### config.mk
export PLATFORM = sky130hd
export DESIGN_NAME = dcc_packet_serializer
export DESIGN_NICKNAME = d
export VERILOG_FILES = /design/src/rtl/dcc_pkg.sv /design/src/rtl/dcc_packet_serializer.sv
export SDC_FILE = /design/constraint.sdc
export NUM_CORES = 1
export LEC_CHECK = 0
export BUFFER_PORTS_ARGS = -buffer_cell sky130_fd_sc_hd__buf_2
export CORE_ASPECT_RATIO = 1.4
export CORE_MARGIN = 1
export CORE_UTILIZATION = 40
export CTS_CLUSTER_DIAMETER = 120
export CTS_CLUSTER_SIZE = 16
export DETAILED_ROUTE_END_ITERATION = 10
export PLACE_DENSITY = 0.7
export SYNTH_ARGS = -nofsm -noshare
export SYNTH_HDL_FRONTEND = slang
export SYNTH_SLANG_ARGS = --single-unit
### constraint.sdc
create_clock -name clk -period 3.13 [get_ports clk]
set_input_delay 0.1565 -clock clk [delete_from_list [all_inputs] [get_ports clk]]
set_output_delay 0.1565 -clock clk [all_outputs]
set_load 0.02 [all_outputs]
### src/rtl/dcc_pkg.sv
// ----------------------------------------------------------------------------
// DCC packet serializer package
// Codes, constants and types shared by the serializer files.
// ----------------------------------------------------------------------------
`timescale 1ns / 1ps

package dcc_pkg;

    localparam int PADDR_W = 4;
    localparam int PDATA_W = 32;

    typedef enum logic [1:0] {
        REG_LOCO_ADDRESS    = 2'd0,
        REG_HALF_ONE_PERIOD = 2'd1,
        REG_LEAD_DELAY      = 2'd2
    } reg_index_t;

    typedef enum logic {
        OP_START   = 1'b0,
        OP_COMPARE = 1'b1
    } op_t;

    localparam logic [13:0] LOCO_ADDRESS_RST    = 14'd11;
    localparam logic [14:0] HALF_ONE_PERIOD_RST = 15'd225;
    localparam logic [15:0] LEAD_DELAY_RST      = 16'd16;

    localparam logic [13:0] LONG_ADDR_MIN = 14'd100;
    localparam logic [1:0]  LONG_PREFIX   = 2'b11;   // 0xC0 on the top address byte
    localparam logic [2:0]  FUNC_PREFIX   = 3'b100;  // 0x80
    localparam logic [1:0]  SPEED_PREFIX  = 2'b01;   // 0x40, bit 5 = direction

    localparam logic [15:0] PREAMBLE_WORD = 16'hAFFF;
    localparam logic [15:0] MASK_FIRST    = 16'h8000;
    localparam logic [15:0] MASK_BYTE     = 16'h0100;
    localparam logic [15:0] MASK_TAIL     = 16'h0004;
    localparam logic [15:0] TAIL_WORD     = 16'hFFFF;

    localparam logic [2:0] BYTE_LAST = 3'd4;
    localparam logic [2:0] BYTE_END  = 3'd5;

    typedef struct packed {
        logic        line_level;
        logic [15:0] half_period;
        logic        driving;
        logic        packet_done;
    } result_t;

endpackage

### src/rtl/dcc_packet_serializer.sv
// ----------------------------------------------------------------------------
// DCC packet serializer
// Builds a DCC packet on a start item and steps it out half-bit by half-bit.
// ----------------------------------------------------------------------------
// One item is taken per clock unless in_stall is high; its result is
// registered into the result register, or the skid register when a stall
// holds it. An item's work is one pass of select logic on the serializer
// state; this two-entry buffer lets the next item in while a result is held.
// Configuration is through a 4-bit APB port: loco_address at 0x0,
// half_one_period at 0x4, lead_delay at 0x8.
`timescale 1ns / 1ps

module dcc_packet_serializer (
    input  logic                        clk,
    input  logic                        rst_n,
    input  logic                        psel,
    input  logic                        penable,
    input  logic                        pwrite,
    input  logic [dcc_pkg::PADDR_W-1:0] paddr,
    input  logic [dcc_pkg::PDATA_W-1:0] pwdata,
    output logic [dcc_pkg::PDATA_W-1:0] prdata,
    output logic                        pready,
    input  logic                        in_valid,
    output logic                        in_stall,
    input  logic                        operation,
    input  logic [4:0]                  speed_code,
    input  logic                        forwards,
    input  logic [4:0]                  function_bits,
    output logic                        out_valid,
    input  logic                        out_stall,
    output logic                        line_level,
    output logic [15:0]                 half_period,
    output logic                        driving,
    output logic                        packet_done
);
    import dcc_pkg::*;

    // configuration
    logic [13:0] loco_address_reg;
    logic [14:0] half_one_period_reg;
    logic [15:0] lead_delay_reg;
    logic        cfg_write;
    reg_index_t  cfg_idx;

    // serializer state
    logic [7:0]  pkt_bytes_reg [4];
    logic [7:0]  pkt_bytes_next [4];
    logic [2:0]  byte_index_reg, byte_index_next;
    logic [15:0] shift_word_reg, shift_word_next;
    logic [15:0] bit_mask_reg, bit_mask_next;
    logic        high_phase_reg, high_phase_next;
    logic        active_reg, active_next;
    logic [1:0]  pkt_count_reg, pkt_count_next;

    // output buffer
    result_t     main_reg, main_next;
    result_t     skid_reg, skid_next;
    logic        main_valid_reg, main_valid_next;
    logic        skid_valid_reg, skid_valid_next;

    logic        in_accept;
    logic        out_fire;
    result_t     res;
    logic        long_addr;
    logic [7:0]  instr;
    logic [15:0] bit_len;
    logic [15:0] mask_shifted;

    // ---------------- APB ----------------
    assign pready    = 1'b1;
    assign cfg_idx   = reg_index_t'(paddr[3:2]);
    assign cfg_write = psel && penable && pwrite;

    always_ff @(posedge clk or negedge rst_n)
    begin
        if (!rst_n)
        begin
            loco_address_reg    <= LOCO_ADDRESS_RST;
            half_one_period_reg <= HALF_ONE_PERIOD_RST;
            lead_delay_reg      <= LEAD_DELAY_RST;
        end
        else if (cfg_write)
        begin
            case (cfg_idx)
                REG_LOCO_ADDRESS:    loco_address_reg    <= pwdata[13:0];
                REG_HALF_ONE_PERIOD: half_one_period_reg <= pwdata[14:0];
                REG_LEAD_DELAY:      lead_delay_reg      <= pwdata[15:0];
                default:             ;
            endcase
        end
    end

    always_comb
    begin
        case (cfg_idx)
            REG_LOCO_ADDRESS:    prdata = {18'd0, loco_address_reg};
            REG_HALF_ONE_PERIOD: prdata = {17'd0, half_one_period_reg};
            REG_LEAD_DELAY:      prdata = {16'd0, lead_delay_reg};
            default:             prdata = '0;
        endcase
    end

    // ---------------- handshake ----------------
    assign in_stall  = skid_valid_reg;
    assign in_accept = in_valid && !skid_valid_reg;
    assign out_fire  = main_valid_reg && !out_stall;

    // ---------------- item processing ----------------
    assign long_addr    = (loco_address_reg >= LONG_ADDR_MIN);
    assign bit_len      = ((shift_word_reg & bit_mask_reg) == 16'd0)
                          ? {half_one_period_reg, 1'b0}
                          : {1'b0, half_one_period_reg};
    assign mask_shifted = bit_mask_reg >> 1;

    always_comb
    begin
        pkt_bytes_next  = pkt_bytes_reg;
        byte_index_next = byte_index_reg;
        shift_word_next = shift_word_reg;
        bit_mask_next   = bit_mask_reg;
        high_phase_next = high_phase_reg;
        active_next     = active_reg;
        pkt_count_next  = pkt_count_reg;
        instr           = 8'd0;
        res             = '{line_level: 1'b0, half_period: 16'd0,
                            driving: 1'b0, packet_done: 1'b0};

        case (op_t'(operation))
            OP_START:
            begin
                pkt_count_next = pkt_count_reg + 2'd1;
                if (pkt_count_next == 2'd0)
                    instr = {FUNC_PREFIX, function_bits};
                else
                    instr = {SPEED_PREFIX, forwards, speed_code};
                pkt_bytes_next[0] = long_addr ? {LONG_PREFIX, loco_address_reg[13:8]} : 8'd0;
                pkt_bytes_next[1] = loco_address_reg[7:0];
                pkt_bytes_next[2] = instr;
                pkt_bytes_next[3] = pkt_bytes_next[0] ^ pkt_bytes_next[1] ^ instr;
                byte_index_next   = long_addr ? 3'd0 : 3'd1;
                shift_word_next   = PREAMBLE_WORD;
                bit_mask_next     = MASK_FIRST;
                high_phase_next   = 1'b0;
                active_next       = 1'b1;
                res = '{line_level: 1'b1, half_period: lead_delay_reg,
                        driving: 1'b1, packet_done: 1'b0};
            end
            OP_COMPARE:
            begin
                if (active_reg)
                begin
                    if (!high_phase_reg)
                    begin
                        high_phase_next = 1'b1;
                        res = '{line_level: 1'b0, half_period: bit_len,
                                driving: 1'b1, packet_done: 1'b0};
                    end
                    else
                    begin
                        high_phase_next = 1'b0;
                        bit_mask_next   = mask_shifted;
                        res = '{line_level: 1'b1, half_period: bit_len,
                                driving: 1'b1, packet_done: 1'b0};
                        if (mask_shifted == 16'd0)
                        begin
                            // byte boundary: start bit comes from bit 8 of the mask
                            bit_mask_next = MASK_BYTE;
                            if (byte_index_reg >= BYTE_END)
                            begin
                                active_next = 1'b0;
                                res = '{line_level: 1'b0, half_period: 16'd0,
                                        driving: 1'b0, packet_done: 1'b1};
                            end
                            else if (byte_index_reg == BYTE_LAST)
                            begin
                                // trailing ones: bits 2..0, the first in the start-bit slot
                                byte_index_next = BYTE_END;
                                shift_word_next = TAIL_WORD;
                                bit_mask_next   = MASK_TAIL;
                            end
                            else
                            begin
                                shift_word_next = {8'd0, pkt_bytes_reg[byte_index_reg[1:0]]};
                                byte_index_next = byte_index_reg + 3'd1;
                            end
                        end
                    end
                end
            end
            default: ;
        endcase
    end

    always_ff @(posedge clk or negedge rst_n)
    begin
        if (!rst_n)
        begin
            byte_index_reg <= '0;
            shift_word_reg <= '0;
            bit_mask_reg   <= '0;
            high_phase_reg <= 1'b0;
            active_reg     <= 1'b0;
            pkt_count_reg  <= '0;
        end
        else if (in_accept)
        begin
            byte_index_reg <= byte_index_next;
            shift_word_reg <= shift_word_next;
            bit_mask_reg   <= bit_mask_next;
            high_phase_reg <= high_phase_next;
            active_reg     <= active_next;
            pkt_count_reg  <= pkt_count_next;
        end
    end

    always_ff @(posedge clk)
    begin
        if (in_accept)
            pkt_bytes_reg <= pkt_bytes_next;
    end

    // ---------------- output buffer ----------------
    always_comb
    begin
        main_next       = main_reg;
        skid_next       = skid_reg;
        main_valid_next = main_valid_reg;
        skid_valid_next = skid_valid_reg;
        if (skid_valid_reg)
        begin
            if (out_fire)
            begin
                main_next       = skid_reg;
                skid_valid_next = 1'b0;
            end
        end
        else if (in_accept)
        begin
            if (!main_valid_reg || out_fire)
            begin
                main_next       = res;
                main_valid_next = 1'b1;
            end
            else
            begin
                skid_next       = res;
                skid_valid_next = 1'b1;
            end
        end
        else if (out_fire)
        begin
            main_valid_next = 1'b0;
        end
    end

    always_ff @(posedge clk or negedge rst_n)
    begin
        if (!rst_n)
        begin
            main_valid_reg <= 1'b0;
            skid_valid_reg <= 1'b0;
        end
        else
        begin
            main_valid_reg <= main_valid_next;
            skid_valid_reg <= skid_valid_next;
        end
    end

    always_ff @(posedge clk)
    begin
        main_reg <= main_next;
        skid_reg <= skid_next;
    end

    assign out_valid   = main_valid_reg;
    assign line_level  = main_reg.line_level;
    assign half_period = main_reg.half_period;
    assign driving     = main_reg.driving;
    assign packet_done = main_reg.packet_done;

endmodule

**After elaboration in Yosys (flattened, before gate mapping)**

Index checks and enable logic that the tools add are counted.

- $lt $le $gt $ge: 3
- Multiplexer cells: 51
- Reductions and logical operators: 25
- Equality and inequality tests: 9
- Bitwise operators: 7
- Add/subtract/negate cells: 2

Operators with widths:

| cell | count |
|---|---|
| $mux 19 | 8 |
| $mux 16 | 8 |
| $pmux 16 s2 | 2 |
| $pmux 16 s3 | 1 |
| $mux 8 | 5 |
| $pmux 19 s2 | 1 |
| $logic_not 16->1 | 2 |
| $mux 9 | 2 |
| $and 16x16->16 | 1 |
| $bmux 8 s2 | 1 |
| $xor 8x8->8 | 2 |
| $mux 15 | 1 |
| $mux 3 | 5 |
| $ge 14x7->1 const B | 1 |
| $mux 1 | 14 |
| $reduce_and 3->1 | 4 |
| $ne 2x1->1 const B | 5 |
| $reduce_and 2->1 | 5 |
| $ge 3x3->1 const B | 2 |
| $pmux 3 s2 | 1 |
| $reduce_bool 2->1 | 3 |
| $reduce_and 5->1 | 1 |
| $logic_and 1x1->1 | 4 |
| $logic_not 2->1 | 2 |
| other kinds (11) | 16 |

- Output and inout port bits: 54
- Input port bits: 55
- Register bits after elaboration: 156
- Word-level logic and storage cells: 120

**Depth between registers and ports, before layout**

- Depth after elaboration: 11
- Mapped depth: 9
- Gate-level depth less buffers: 7

**Worst setup path before layout**

Ideal clock, no wire load.

- Path kind: reg-to-reg
- Start: register skid_valid_reg, in the netlist in_stall
- End: register pkt_count_reg[1]
- Data required time: 3.005 ns
- Path buffers: 0
- Cell stages (with the launch flop): 4
- Setup time: 0.125 ns
- Slack: 0.321 ns
- Arrival time: 2.684 ns
- Clock period less this slack: 2.809 ns
- Cell sequence: dfrtp_1 nand2b_1 nor2_1 mux2_2

- Longest elaborated chain between the ends: 3

Ends and longest elaborated chain:

| element | line | text |
|---|---|---|
| start: declaration | dcc_packet_serializer.sv:59 | `logic skid_valid_reg, skid_valid_next;` |
| start signal: assignment | dcc_packet_serializer.sv:266 | `skid_valid_reg <= skid_valid_next;` |
| $logic_not 1->1 | dcc_packet_serializer.sv:105 | `assign in_accept = in_valid && !skid_valid_reg;` |
| $logic_and 1x1->1 | dcc_packet_serializer.sv:105 |  |
| $reduce_and 2->1 (no source line) | n/a |  |
| end signal: assignment | dcc_packet_serializer.sv:212 | `pkt_count_reg <= pkt_count_next;` |
| end: declaration | dcc_packet_serializer.sv:53 | `logic [1:0] pkt_count_reg, pkt_count_next;` |

Every way passes these cells.
A chain may end at the register's enable or synchronous reset.

==> flow_metrics.py <==
metrics = {
    "synth": {
        "synth_warnings": 0,
        "ys_seq_elements": 149,
        "seq_area_frac_synth_pct": 58.8,
        "synth_cell_type_count": 56,
        "netlist_top_cells_area": "edfxtp_1 30%, dfrtp_1 26%, mux2_2 8.6%",
        "synth.most_common_cell": "dfrtp_1",
        "netlist_instances": 547,
        "ys_dominant_reg_cell": "dfrtp_1",
        "syn_area_mm2": 0.00695,
        "synth_area_leader_cell": "edfxtp_1",
        "async_flop_share_pct": 53.7,
        "synth.avg_cell_area_um2": 12.7,
        "synth_top_area_share_pct": 29.8,
        "ys_top_cells_by_count": "72 x dfrtp_1, 69 x edfxtp_1, 58 x nand2_1, 53 x mux2_2, 34 x o21ai_0",
        "synth-edff-count": 69,
    },
    "placed_design": {
        "dpl.cell_count": 832,
        "io_buffers": 73,
        "dp_hpwl_mm": 10.8,
        "gp_congestion": 0.820,
    },
    "power": {
        "power_density_mw_per_mm2": 915,
        "ir_drop_uv": 418,
        "p_leak_nw": 3.34,
    },
    "floorplan": {
        "core_mm2": 0.0169,
        "placementRows": 56,
        "die_area_mm2": 0.0179,
        "die_h_um": 158,
        "ios": 109,
        "start_util_pct": 41.2,
        "die_width_um": 113,
    },
    "global_routing": {
        "gr-usage-met1_pct": 22.6,
        "grt-ovfl-total": 0,
        "grt_busiest_layer": "met2",
        "use_met3_pct": 3.48,
        "grt_antenna_before_repair": 0,
        "grt_pass1_wl_mm": 25.3,
        "first_global_vias": 4776,
        "track_usage_pct": 18.7,
        "grt_max_degree": 63,
        "grtUsageMet2_pct": 32.7,
    },
    "detailed_routing": {
        "first_pass_iters": 4,
        "via_per_inst": 5.28,
        "wl_mm": 15.7,
        "avgRoutedWirePerCell_um": 17.9,
        "ant_nets": 0,
        "vias": 4637,
        "drc": 0,
        "drt_iter0_drc": 200,
    },
    "timing": {
        "min_period_over_period_pct": 86.9,
        "worst_pin_slew_ps": 832,
        "hold_viol": 0,
        "slew_headroom_pct": 44.6,
        "drv_slew": 0,
        "fin_setup_tns_ps": 0,
        "rsz0062_at_grt": "false",
        "period_needed_ps": 2720,
        "finClkSkew_ps": 11.8,
        "setup_viol": 0,
        "fmax_ghz": 0.368,
    },
    "critical_path": {
        "max_stage_delay_ps": 610,
        "r2r-start": "byte_index_reg[1]",
        "critical_path_arrival_ps": 2970,
        "crit_buf_inv": 1,
        "critical_path.max_fanout": 14,
        "cp_slowest_cell": "dfrtp_1",
        "crit_chain": "inv_1 > ha_1 > o31a_1 > and2_4 > a31oi_1 > nand2b_1 > o21ai_0",
        "crit_path_end_kind": "flip-flop",
        "required_ps": 3380,
        "path_class": "reg2reg",
        "rrSetupSlack_ps": 410,
        "start_kind": "flip-flop",
        "r2r_end": "half_period[3]",
        "rr_worst_depth": 7,
        "cp_top_family": "compound AO/OA/AOI/OAI gates",
    },
    "worst_hold_path": {
        "min_to": "half_one_period_reg[3]",
        "min_from": "pwdata[3]",
        "whs_path_depth": 2,
        "min_path_type": "in2reg",
    },
    "final_layout": {
        "fillCellCount": 1489,
        "drive_gt1_share_pct": 31.7,
        "syn_to_final_growth_pct": 18.5,
        "largest_reg_flops": 31,
        "instances_no_fill": 879,
        "diodes": 0,
        "nets": 693,
    },
    "clock_tree": {
        "insertion_delay_ps": 430,
        "cts_buffers": 17,
        "path_clk_slew_ps": 70,
        "clock_path_buffers": 2,
        "cts_tree": "built",
        "htree_num_levels": 4,
        "root_buffer": "clkbuf_16",
        "clock-sinks": 149,
    },
    "outcome": {
        "status": "complete, no violations",
    },
    "flow_run": {
        "maxCapViolations": 0,
    },
}
-- area by class of cell --
cell class	instances	area (µm²)	share of cell area, %
well taps	232	290	3.53
clock buffers	17	425	5.17
inverters	8	30.0	0.365
flip-flops and latches	149	4080	49.6
clock inverters	15	155	1.88
multi-input cells	357	2630	32.0
repair buffers	101	616	7.48
-- worst register-to-register path, delay by kind of cell, from the launching register on --
| kind | cells | cell delay, ps |
|---|---|---|
| flip-flops | 1 | 610 |
| AND/OR/NAND/NOR | 2 | 630 |
| adder cells (fa/ha/maj) | 1 | 210 |
| AO/OA/AOI/OAI | 3 | 930 |
| buffers and inverters | 1 | 160 |
-- per-layer routing --
metal | part of all wire [%] | up-vias
met5 | 0 | -
met4 | 2.3 | 0
met3 | 4.5 | 24
met2 | 52 | 152
met1 | 41 | 2295
li1 | - | 2166
-- repair_timing --
item / 4_1_cts / 5_1_grt
endpoints found under the setup margin: 0 / 0
hold buffers: 15 / 0
buffers inserted: 0 / 0
endpoints found under the hold margin: 80 / 0
gates resized for setup: 0 / 0
-- layout by cell type, fill, tap and decap left out, types with 10 or more instances in the layout --
cell,count
a21oi_1,19
buf_2,72
buf_4,14
clkbuf_16,17
conb_1,17
dfrtp_1,72
dlygate4sd3_1,15
edfxtp_1,69
mux2_2,53
mux2i_1,29
nand2_1,58
nand3_1,10
nor2_1,20
o21ai_0,34
o21ai_1,20
xnor2_1,14
-- report_power, final --
group	internal, mW	switching, mW
Clock	1.07	0.911
Combinational	1.03	1.43
Sequential	2.71	0.386
-- metrics by stage --
step | hold WS [ps] | setup slack (ps) | power [mW] | area, µm² | util, %
2_1_floorplan | -139 | 321 | 4.89 | 7010 | -
3_3_place_gp | 293 | 508 | 5.48 | 7500 | 44.4
3_5_place_dp | 308 | 432 | 5.57 | 7500 | 44.4
4_1_cts | 6.03 | 390 | 7.57 | 8230 | 48.8
5_1_grt | 11.6 | 211 | 7.92 | 8230 | 48.8
6_report | 12.9 | 409 | 7.53 | 8230 | 48.8
-- how the worst max path moves through the flow --
| stage | start | end | cells after the start |
|---|---|---|---|
| global route | byte_index_reg[1] | half_period[3] | 7 |
| CTS | byte_index_reg[1] | half_period[4] | 7 |
| global placement | byte_index_reg[1] | half_period[2] | 7 |
| finish | byte_index_reg[1] | half_period[3] | 7 |
| floorplan | in_stall | pkt_count_reg[1] | 3 |
| detailed placement | byte_index_reg[1] | half_period[3] | 7 |
-- cells by family after synthesis --
| family | share of synthesized area, % |
|---|---|
| xor+xnor | 2.02 |
| flops | 58.8 |
| compound gates | 10.7 |
| simple gates | 8.05 |
| other cells | 0.108 |
| mux | 15.4 |
| fa+ha+maj | 0.720 |
| buf+inv | 4.25 |
(Power assumes the default switching activity.)
